<file path="src/xed_pkg.sv">
// Shared types, constants and helper functions for the XML entity decoder.
// Depends on nothing; every other file of the decoder refers to it by scoped names.
`timescale 1ns / 1ps
package xed_pkg;

   // Longest entity body that is held before the token is flushed verbatim.
   localparam int MaxEntityLen = 16;
   localparam int CntW = $clog2(MaxEntityLen + 1);
   localparam int IdxW = $clog2(MaxEntityLen);
   // One run holds at most '&', the held bytes and one trailing byte.
   localparam int LenW = $clog2(MaxEntityLen + 3);

   localparam logic [20:0] CodeMax = 21'h10FFFF;
   localparam logic [20:0] CodeSat = 21'h110000;

   localparam logic [7:0] ChAmp   = 8'h26;
   localparam logic [7:0] ChSemi  = 8'h3B;
   localparam logic [7:0] ChHash  = 8'h23;
   localparam logic [7:0] ChLowX  = 8'h78;
   localparam logic [7:0] ChUpX   = 8'h58;
   localparam logic [7:0] ChLt    = 8'h3C;
   localparam logic [7:0] ChGt    = 8'h3E;
   localparam logic [7:0] ChQuot  = 8'h22;
   localparam logic [7:0] ChApos  = 8'h27;

   localparam int NumNames = 5;

   // Description of the bytes that one accepted beat produces.
   typedef struct packed {
      logic            has_out;   // the beat produces at least one byte
      logic            is_flush;  // '&', held bytes, optional tail byte
      logic [31:0]     lit;       // literal bytes, first one in the low bits
      logic [7:0]      tail;      // byte after the held bytes of a flush
      logic [CntW-1:0] cnt;       // held bytes in a flush
      logic [LenW-1:0] len;       // total bytes of the run
      logic            eot;       // the run ends the text
   } job_type;

   typedef struct packed {
      logic [31:0] bytes;
      logic [2:0]  n;
   } utf8_type;

   typedef struct packed {
      logic       ok;
      logic [3:0] value;
   } digit_type;

   // Character k of entity name i (amp, lt, gt, quot, apos); zero past its end.
   function automatic logic [7:0] name_char(input logic [2:0] i, input logic [1:0] k);
      logic [7:0] c;
      c = 8'h00;
      case (i)
         3'd0: begin
            case (k)
               2'd0: c = 8'h61;
               2'd1: c = 8'h6D;
               2'd2: c = 8'h70;
               default: c = 8'h00;
            endcase
         end
         3'd1: begin
            case (k)
               2'd0: c = 8'h6C;
               2'd1: c = 8'h74;
               default: c = 8'h00;
            endcase
         end
         3'd2: begin
            case (k)
               2'd0: c = 8'h67;
               2'd1: c = 8'h74;
               default: c = 8'h00;
            endcase
         end
         3'd3: begin
            case (k)
               2'd0: c = 8'h71;
               2'd1: c = 8'h75;
               2'd2: c = 8'h6F;
               default: c = 8'h74;
            endcase
         end
         3'd4: begin
            case (k)
               2'd0: c = 8'h61;
               2'd1: c = 8'h70;
               2'd2: c = 8'h6F;
               default: c = 8'h73;
            endcase
         end
         default: c = 8'h00;
      endcase
      return c;
   endfunction

   function automatic logic [2:0] name_len(input logic [2:0] i);
      logic [2:0] n;
      case (i)
         3'd0: n = 3'd3;
         3'd1: n = 3'd2;
         3'd2: n = 3'd2;
         3'd3: n = 3'd4;
         3'd4: n = 3'd4;
         default: n = 3'd0;
      endcase
      return n;
   endfunction

   function automatic logic [7:0] name_out(input logic [2:0] i);
      logic [7:0] c;
      case (i)
         3'd0: c = ChAmp;
         3'd1: c = ChLt;
         3'd2: c = ChGt;
         3'd3: c = ChQuot;
         3'd4: c = ChApos;
         default: c = 8'h00;
      endcase
      return c;
   endfunction

   function automatic digit_type digit_of(input logic [7:0] b, input logic hex);
      digit_type d;
      d.ok = 1'b0;
      d.value = 4'd0;
      if (b inside {[8'h30:8'h39]}) begin
         d.ok = 1'b1;
         d.value = 4'(b - 8'h30);
      end else if (hex && (b inside {[8'h61:8'h66]})) begin
         d.ok = 1'b1;
         d.value = 4'(b - 8'h57);
      end else if (hex && (b inside {[8'h41:8'h46]})) begin
         d.ok = 1'b1;
         d.value = 4'(b - 8'h37);
      end
      return d;
   endfunction

   function automatic utf8_type utf8_encode(input logic [20:0] c);
      utf8_type u;
      u.bytes = 32'h0;
      if (c <= 21'h7F) begin
         u.n = 3'd1;
         u.bytes[7:0] = c[7:0];
      end else if (c <= 21'h7FF) begin
         u.n = 3'd2;
         u.bytes[7:0]  = 8'hC0 | {3'b000, c[10:6]};
         u.bytes[15:8] = 8'h80 | {2'b00, c[5:0]};
      end else if (c <= 21'hFFFF) begin
         u.n = 3'd3;
         u.bytes[7:0]   = 8'hE0 | {4'h0, c[15:12]};
         u.bytes[15:8]  = 8'h80 | {2'b00, c[11:6]};
         u.bytes[23:16] = 8'h80 | {2'b00, c[5:0]};
      end else begin
         u.n = 3'd4;
         u.bytes[7:0]   = 8'hF0 | {5'h00, c[20:18]};
         u.bytes[15:8]  = 8'h80 | {2'b00, c[17:12]};
         u.bytes[23:16] = 8'h80 | {2'b00, c[11:6]};
         u.bytes[31:24] = 8'h80 | {2'b00, c[5:0]};
      end
      return u;
   endfunction

endpackage

</file>
<file path="src/xed_parse.sv">
// Entity tracker: holds the collection state and the held entity bytes, and turns
// each accepted beat into a run description for the emitter. Uses xed_pkg.
`timescale 1ns / 1ps
module xed_parse (
   input  logic                      clock,
   input  logic                      reset,
   input  logic                      accept,
   input  logic [7:0]                in_byte,
   input  logic                      end_of_text,
   input  logic [xed_pkg::IdxW-1:0]  rd_idx,
   output logic [7:0]                rd_data,
   output xed_pkg::job_type          job_in
);

   logic                              inside_ff, inside_in;
   logic [xed_pkg::CntW-1:0]          count_ff, count_in;
   logic [20:0]                       code_ff, code_in;
   logic                              valid_ff, valid_in;
   logic [xed_pkg::NumNames-1:0]      flags_ff, flags_in;
   logic                              hex_ff, hex_in;
   logic [7:0]                        entity_chars_ff [xed_pkg::MaxEntityLen];
   logic                              wr_en;

   logic                              is_hex;
   xed_pkg::digit_type                dig;
   logic [24:0]                       next_val;
   xed_pkg::utf8_type                 utf;
   logic                              name_hit;
   logic [7:0]                        name_byte;
   logic                              held_full;

   assign held_full = (count_ff >= xed_pkg::CntW'(xed_pkg::MaxEntityLen));
   assign is_hex = (count_ff >= xed_pkg::CntW'(2)) && hex_ff;
   assign dig = xed_pkg::digit_of(in_byte, is_hex);
   assign utf = xed_pkg::utf8_encode(code_ff);
   assign rd_data = entity_chars_ff[rd_idx];

   // Multiply by 16 or by 10 with shifts; the value is at most 21 bits here.
   always_comb begin
      if (is_hex) begin
         next_val = {code_ff, 4'h0} + 25'(dig.value);
      end else begin
         next_val = {1'b0, code_ff, 3'b000} + {3'b000, code_ff, 1'b0} + 25'(dig.value);
      end
   end

   // The lowest-numbered name that is fully matched wins.
   always_comb begin
      name_hit = 1'b0;
      name_byte = 8'h00;
      for (int i = xed_pkg::NumNames - 1; i >= 0; i--) begin
         if (flags_ff[i] && (count_ff == xed_pkg::CntW'(xed_pkg::name_len(3'(i))))) begin
            name_hit = 1'b1;
            name_byte = xed_pkg::name_out(3'(i));
         end
      end
   end

   assign wr_en = accept && inside_ff && (in_byte != xed_pkg::ChSemi) && !held_full;

   always_comb begin
      inside_in = inside_ff;
      count_in  = count_ff;
      code_in   = code_ff;
      valid_in  = valid_ff;
      flags_in  = flags_ff;
      hex_in    = hex_ff;
      job_in    = '0;
      job_in.eot = end_of_text;

      if (accept) begin
         if (!inside_ff) begin
            if ((in_byte == xed_pkg::ChAmp) && !end_of_text) begin
               inside_in = 1'b1;
               count_in  = '0;
               code_in   = '0;
               valid_in  = 1'b1;
               flags_in  = '1;
               hex_in    = 1'b0;
            end else begin
               job_in.has_out = 1'b1;
               job_in.lit     = {24'h0, in_byte};
               job_in.len     = xed_pkg::LenW'(1);
            end
         end else if (in_byte == xed_pkg::ChSemi) begin
            job_in.has_out = 1'b1;
            inside_in = 1'b0;
            if (name_hit) begin
               job_in.lit = {24'h0, name_byte};
               job_in.len = xed_pkg::LenW'(1);
            end else if ((count_ff != '0) && valid_ff && (code_ff <= xed_pkg::CodeMax)) begin
               job_in.lit = utf.bytes;
               job_in.len = xed_pkg::LenW'(utf.n);
            end else begin
               job_in.is_flush = 1'b1;
               job_in.cnt  = count_ff;
               job_in.tail = xed_pkg::ChSemi;
               job_in.len  = xed_pkg::LenW'(count_ff) + xed_pkg::LenW'(2);
            end
         end else if (held_full) begin
            // Overlong token: flush it together with the byte that overflowed it.
            job_in.has_out  = 1'b1;
            job_in.is_flush = 1'b1;
            job_in.cnt  = count_ff;
            job_in.tail = in_byte;
            job_in.len  = xed_pkg::LenW'(count_ff) + xed_pkg::LenW'(2);
            inside_in = 1'b0;
         end else begin
            for (int i = 0; i < xed_pkg::NumNames; i++) begin
               if ((count_ff >= xed_pkg::CntW'(xed_pkg::name_len(3'(i))))
                   || (xed_pkg::name_char(3'(i), count_ff[1:0]) != in_byte)) begin
                  flags_in[i] = 1'b0;
               end
            end
            if (count_ff == '0) begin
               valid_in = (in_byte == xed_pkg::ChHash);
            end else if (valid_ff && !((count_ff == xed_pkg::CntW'(1))
                         && ((in_byte == xed_pkg::ChLowX) || (in_byte == xed_pkg::ChUpX)))) begin
               if (!dig.ok) begin
                  valid_in = 1'b0;
               end else if (code_ff > xed_pkg::CodeMax) begin
                  code_in = xed_pkg::CodeSat;
               end else if (next_val > 25'(xed_pkg::CodeMax)) begin
                  code_in = xed_pkg::CodeSat;
               end else begin
                  code_in = next_val[20:0];
               end
            end
            if (count_ff == xed_pkg::CntW'(1)) begin
               hex_in = (in_byte == xed_pkg::ChLowX) || (in_byte == xed_pkg::ChUpX);
            end
            count_in = count_ff + xed_pkg::CntW'(1);
            if (end_of_text) begin
               job_in.has_out  = 1'b1;
               job_in.is_flush = 1'b1;
               job_in.cnt  = count_ff + xed_pkg::CntW'(1);
               job_in.len  = xed_pkg::LenW'(count_ff) + xed_pkg::LenW'(2);
            end
         end

         if (end_of_text || !inside_in) begin
            inside_in = 1'b0;
            count_in  = '0;
            code_in   = '0;
            valid_in  = 1'b1;
            flags_in  = '1;
            hex_in    = 1'b0;
         end
      end
   end

   always_ff @(posedge clock) begin
      if (reset) begin
         inside_ff <= 1'b0;
         count_ff  <= '0;
         code_ff   <= '0;
         valid_ff  <= 1'b1;
         flags_ff  <= '1;
         hex_ff    <= 1'b0;
      end else begin
         inside_ff <= inside_in;
         count_ff  <= count_in;
         code_ff   <= code_in;
         valid_ff  <= valid_in;
         flags_ff  <= flags_in;
         hex_ff    <= hex_in;
      end
   end

   always_ff @(posedge clock) begin
      if (wr_en) begin
         entity_chars_ff[count_ff[xed_pkg::IdxW-1:0]] <= in_byte;
      end
   end

endmodule

</file>
<file path="src/xed_emit.sv">
// Run emitter: holds the pending run and a byte position, and feeds the result
// register one byte per cycle unless out_ready stalls. Uses xed_pkg; reads held bytes from xed_parse.
`timescale 1ns / 1ps
module xed_emit (
   input  logic                      clock,
   input  logic                      reset,
   input  logic                      accept,
   input  xed_pkg::job_type          job_in,
   output logic                      take_ready,
   output logic [xed_pkg::IdxW-1:0]  rd_idx,
   input  logic [7:0]                rd_data,
   output logic                      out_valid,
   output logic [7:0]                out_byte,
   output logic                      out_last,
   output logic                      out_end,
   input  logic                      out_ready
);

   xed_pkg::job_type          job_ff;
   logic                      job_valid_ff;
   logic [xed_pkg::LenW-1:0]  pos_ff;
   logic                      rsp_valid_ff;
   logic [7:0]                rsp_byte_ff;
   logic                      rsp_last_ff;
   logic                      rsp_end_ff;

   logic                      load;
   logic                      at_end;
   logic                      job_done;
   logic [7:0]                cur_byte;

   assign load = !rsp_valid_ff || out_ready;
   assign at_end = (pos_ff == (job_ff.len - xed_pkg::LenW'(1)));
   assign job_done = job_valid_ff && load && at_end;
   // A new beat may enter as the last byte of the current run leaves.
   assign take_ready = !job_valid_ff || job_done;

   assign rd_idx = xed_pkg::IdxW'(pos_ff - xed_pkg::LenW'(1));

   always_comb begin
      if (job_ff.is_flush) begin
         if (pos_ff == '0) begin
            cur_byte = xed_pkg::ChAmp;
         end else if (pos_ff <= xed_pkg::LenW'(job_ff.cnt)) begin
            cur_byte = rd_data;
         end else begin
            cur_byte = job_ff.tail;
         end
      end else begin
         cur_byte = job_ff.lit[pos_ff[1:0]*8 +: 8];
      end
   end

   always_ff @(posedge clock) begin
      if (reset) begin
         job_valid_ff <= 1'b0;
         pos_ff       <= '0;
         rsp_valid_ff <= 1'b0;
      end else begin
         if (accept && job_in.has_out) begin
            job_valid_ff <= 1'b1;
            pos_ff       <= '0;
         end else if (job_done) begin
            job_valid_ff <= 1'b0;
         end else if (job_valid_ff && load) begin
            pos_ff <= pos_ff + xed_pkg::LenW'(1);
         end
         if (load) begin
            rsp_valid_ff <= job_valid_ff;
         end
      end
   end

   always_ff @(posedge clock) begin
      if (accept && job_in.has_out) begin
         job_ff <= job_in;
      end
      if (load && job_valid_ff) begin
         rsp_byte_ff <= cur_byte;
         rsp_last_ff <= at_end;
         rsp_end_ff  <= at_end && job_ff.eot;
      end
   end

   assign out_valid = rsp_valid_ff;
   assign out_byte  = rsp_byte_ff;
   assign out_last  = rsp_last_ff;
   assign out_end   = rsp_end_ff;

endmodule

</file>
<file path="src/xml_entity_decoder_utf8.sv">
// Top level of the XML entity decoder with UTF-8 output.
// Instantiates xed_parse and xed_emit; uses xed_pkg.
`timescale 1ns / 1ps
// Usage:
// The req_ channel carries escaped text one byte per beat; req_tlast marks the
// final byte of a text. The rsp_ channel carries the unescaped UTF-8 bytes;
// rsp_tlast is high on the last byte that one input beat produces and rsp_tuser
// on the very last byte of a text. A '&' and the bytes of an open entity
// produce nothing until the entity closes, overflows or the text ends.
// The first byte of a beat's run is presented on rsp_ after it passes the run
// register, then the result register.
// Throughput: a beat that yields zero or one byte does not itself hold req_tready
// low; a beat that yields n bytes (a UTF-8 sequence of up to 4, or a verbatim flush
// of up to 18 bytes) holds req_tready low until its last byte is loaded, one result
// register load per cycle while rsp_tready allows it being the limit.
// When rsp_tready is low the result register holds its byte and the run stops
// in place; req_tready then stays low once a run is pending.
// Reset (synchronous, active high) drops any open entity and pending output.
module xml_entity_decoder_utf8 (
   input  logic        clock,
   input  logic        reset,
   input  logic        req_tvalid,
   output logic        req_tready,
   input  logic [7:0]  req_tdata,   // [7:0] in_byte
   input  logic        req_tlast,   // end_of_text
   output logic        rsp_tvalid,
   input  logic        rsp_tready,
   output logic [7:0]  rsp_tdata,   // [7:0] out_byte
   output logic        rsp_tlast,   // run_last
   output logic        rsp_tuser    // [0] text_end
);

   logic                      accept;
   logic                      take_ready;
   xed_pkg::job_type          job_in;
   logic [xed_pkg::IdxW-1:0]  rd_idx;
   logic [7:0]                rd_data;

   assign req_tready = take_ready;
   assign accept = req_tvalid && take_ready;

   xed_parse u_parse (
      .clock       (clock),
      .reset       (reset),
      .accept      (accept),
      .in_byte     (req_tdata),
      .end_of_text (req_tlast),
      .rd_idx      (rd_idx),
      .rd_data     (rd_data),
      .job_in      (job_in)
   );

   xed_emit u_emit (
      .clock      (clock),
      .reset      (reset),
      .accept     (accept),
      .job_in     (job_in),
      .take_ready (take_ready),
      .rd_idx     (rd_idx),
      .rd_data    (rd_data),
      .out_valid  (rsp_tvalid),
      .out_byte   (rsp_tdata),
      .out_last   (rsp_tlast),
      .out_end    (rsp_tuser),
      .out_ready  (rsp_tready)
   );

endmodule

</file>
<file path="config.mk">
export PLATFORM = sky130hd
export DESIGN_NAME = xml_entity_decoder_utf8
export DESIGN_NICKNAME = d
export VERILOG_FILES = /design/src/xed_pkg.sv /design/src/xed_parse.sv /design/src/xed_emit.sv /design/src/xml_entity_decoder_utf8.sv
export SDC_FILE = /design/constraint.sdc
export NUM_CORES = 1
export LEC_CHECK = 0
export BUFFER_PORTS_ARGS = -buffer_cell sky130_fd_sc_hd__buf_2
export CAP_MARGIN = 20
export CELL_PAD_IN_SITES_DETAIL_PLACEMENT = 1
export CELL_PAD_IN_SITES_GLOBAL_PLACEMENT = 1
export CORE_UTILIZATION = 55
export CTS_BUF_LIST = sky130_fd_sc_hd__clkbuf_8
export CTS_CLUSTER_DIAMETER = 120
export DETAILED_ROUTE_END_ITERATION = 8
export GPL_TIMING_DRIVEN = 0
export MAX_ROUTING_LAYER = met4
export PLACE_DENSITY = 0.9
export SLEW_MARGIN = 40
export SYNTH_ARGS = -nofsm -noshare
export SYNTH_HDL_FRONTEND = slang
export SYNTH_SLANG_ARGS = --single-unit
</file>
<file path="constraint.sdc">
create_clock -name clock -period 11.65 [get_ports clock]
set_input_delay 0.5825 -clock clock [delete_from_list [all_inputs] [get_ports clock]]
set_output_delay 0.5825 -clock clock [all_outputs]
set_load 0.02 [all_outputs]
</file>
==> flow_summary.ini <==
[status]
status = finished, final reports clean

[sta]
fin_crit_ns = 6.15
max_freq_ghz = 0.163
fin_skew_ns = 0.0502
rsz0062_at_grt = false
period_share = 0.528
hold_viol_final = 0
drv_slew = 0
max_slew_margin = 0.423
final.setup.tns_ns = 0
tightest_slew_ns = 0.856
setup_violations = 0

[worst_setup_path]
r2r_cells = 20
required_ns = 12.13
rrSetupSlack_ns = 5.50
crit_arrival_ns = 6.63
end_kind = flop
r2r_end = u_parse.code_ff[7]
cp-start-kind = flop
r2r-start = u_parse.count_ff[2]
critPathMaxFanout = 10
setup.worst_path.class = flop to flop

[final_layout]
fin_nets = 1173
drive_gt1_frac = 0.167
post-route-cell-area_um2 = 13600
multi_input_area_um2 = 5610
fin_cells = 1408
areaGrowthSynthToFinish_pct = 11.0
n_fill_cell = 2221
register_area_um2 = 6440
utilization = 0.624

[logic_synthesis]
synth_top_area_frac = 0.457
synth_cells = 1027
synth_top_flop_cell = edfxtp_1
synth_edf_count = 187
synth_compound_area_frac = 0.118
synth.most_common_cell = edfxtp_1
synth_top_family_by_area = simple AND/OR/NAND/NOR gates
ys_warn_count = 0
yosysSeqAreaShare = 0.524
syn_nets = 1105
synthSimpleGateAreaFrac = 0.128
synthDistinctLibCells = 77
synthAdderAreaFrac = 0.0675
synth_area_leaders = edfxtp_1 46%, mux4_2 8.6%, dfxtp_1 6.7%
synth_mux_area_frac = 0.105
synth_area_leader_cell = edfxtp_1
synth-xor-area-share = 0.0291
async_flop_share = 0
yosys-top-cells-count = 187 x edfxtp_1, 85 x nor2_1, 84 x nand2_1, 71 x a21oi_1, 63 x ha_1
synthesis.area_um2 = 12300
synth-seq-cells = 228
syn_avg_cell_area_um2 = 12.0

[clock_network]
cts_max_path_buffers = 3
path_clk_slew_ns = 0.06
cts_buffers = 39
post_cts_resized = 0
cts.sinks = 228
post_cts_buffers = 0
root_buffer = clkbuf_8
hold_buffers = 0
clkLatencyLatePin_ns = 0.60
htreeDepth = 2
cts_tree = built

[power_and_ir_drop]
clockPowerShare = 0.387
powerDensity_nw_per_um2 = 137
power_w = 0.00186
irDropWorstVdd_v = 0.0000804
switching_share = 0.282
seq_power_share = 0.494
internal_power_w = 0.00134
p_sw_w = 0.000526
combPwrFrac = 0.118
total_leakage_power_nw = 5.00

[hold_path]
hp-start = req_tlast
min_path_cells = 1
hold_class = input pin to flop
min_to = u_emit.job_ff[0]

[placed_design]
place_inst = 1334
port_buffers = 23
place_area_um2 = 12800
place.detailed.hpwl_um = 27000
gp_congestion = 0.877

[drt]
dr_total_vias = 9896
avgViaCountPerCell = 7.03
drt-total-wl_um = 41800
dr.pass1.iters = 5
wl_per_cell_um = 29.7
route.detailed.drc = 0
drtIter0Drc = 1275
ant_nets = 0

[global_routing]
grt_pass1_vias = 9939
grt_pass1_wl_um = 58100
antenna_found_initial = 2
grt_max_degree = 50
grt_overflow = 0
grtUsageTotal = 0.357

[die]
die_area_um2 = 22900
initial_core_util = 0.563
die_width_um = 151
io_pins = 25
core_area_um2 = 21800
die_y_um = 151
row_count = 54

[job]
cap_violations = 0
-- worst max-delay path, stage by stage, from the launching register on --
cell	delay [ns]
dfxtp_1	0.46
clkbuf_1	0.57
inv_1	0.32
ha_1	0.29
a31oi_1	0.52
o2111a_1	0.45
a21oi_1	0.10
nor2_1	0.19
fa_1	0.47
inv_1	0.10
fa_1	0.21
nand2b_1	0.14
a21oi_1	0.12
o21a_1	0.31
o21a_1	0.25
nor4_1	0.39
nor3_1	0.16
a32oi_1	0.41
nand4b_4	0.24
buf_6	0.22
o21ai_2	0.14
-- power groups by stage --
stage               Sequential, W  Clock (W)  Combinational (W)
floorplan                0.000937          0           0.000126
global placement         0.000934          0           0.000189
detailed placement       0.000936          0           0.000205
CTS                      0.000919   0.000696           0.000209
global route             0.000923   0.000746           0.000229
finish                   0.000921   0.000721           0.000220
-- metal layers --
layer  wire (µm)  global-route usage
met3        4180              0.0687
met1       15500               0.440
met5           0                   -
met2       19500               0.558
met4        2550               0.185
-- final cells by class --
cell class	count	share of cell area
Buffer	50	0.0161
Tap cell	280	0.0257
Inverter	34	0.00955
Sequential cell	228	0.472
Clock buffer	41	0.0414
Antenna cell	3	0.000551
Clock inverter	30	0.0121
Multi-Input combinational cell	715	0.412
Timing Repair Buffer	27	0.0101
-- registers in the layout, indices dropped and copies added, names as in the netlist --
| register | cells |
|---|---|
| u_emit.out_end | 1 |
| u_parse.inside_ff | 1 |
| u_emit.job_valid_ff | 1 |
| u_emit.job_ff | 49 |
| u_parse.count_ff | 5 |
| u_emit.pos_ff | 5 |
| u_parse.code_ff | 21 |
| u_parse.valid_ff | 1 |
| u_parse.flags_ff | 5 |
| u_parse.entity_chars_ff | 128 |
| u_emit.out_byte | 8 |
| u_emit.out_last | 1 |
| u_emit.out_valid | 1 |
| u_parse.hex_ff | 1 |
-- stage by stage --
step                hold slack [ns]  worst slack, ns
floorplan                     0.441             7.03
global placement              0.469             5.77
detailed placement            0.482             5.50
CTS                           0.373             5.78
global route                  0.384             5.27
finish                        0.394             5.50
-- worst max path at each step --
stage | start | end | slack (ns)
after floorplan | req_tdata[0] | u_parse.code_ff[10] | 7.03
after global placement | req_tdata[0] | u_parse.code_ff[9] | 5.77
after detailed placement | req_tdata[0] | u_parse.code_ff[7] | 5.50
after CTS | u_parse.count_ff[2] | u_parse.code_ff[7] | 5.78
after global routing | u_parse.count_ff[2] | u_parse.code_ff[7] | 5.27
final | u_parse.count_ff[2] | u_parse.code_ff[7] | 5.50
-- layout by cell type, fill, tap and decap left out, types with 18 or more instances in the layout --
master	n
a21oi_1	71
and3_1	18
buf_2	36
clkbuf_1	35
clkbuf_8	41
dfxtp_1	41
edfxtp_1	187
ha_1	63
inv_1	48
mux2i_1	19
mux4_2	47
nand2_1	84
nand3_1	19
nor2_1	80
nor3_1	22
o21ai_0	47
xnor2_1	18
xor2_1	19
-- kinds of logic after synthesis --
logic type	count (synthesis)
AOI/OAI and AO/OA	223
adders and majority gates	65
and+or+nand+nor	317
muxes	70
xor gates and xnor gates	40
DFF	228
buffers and inverters	84
(Power assumes the default switching activity.)
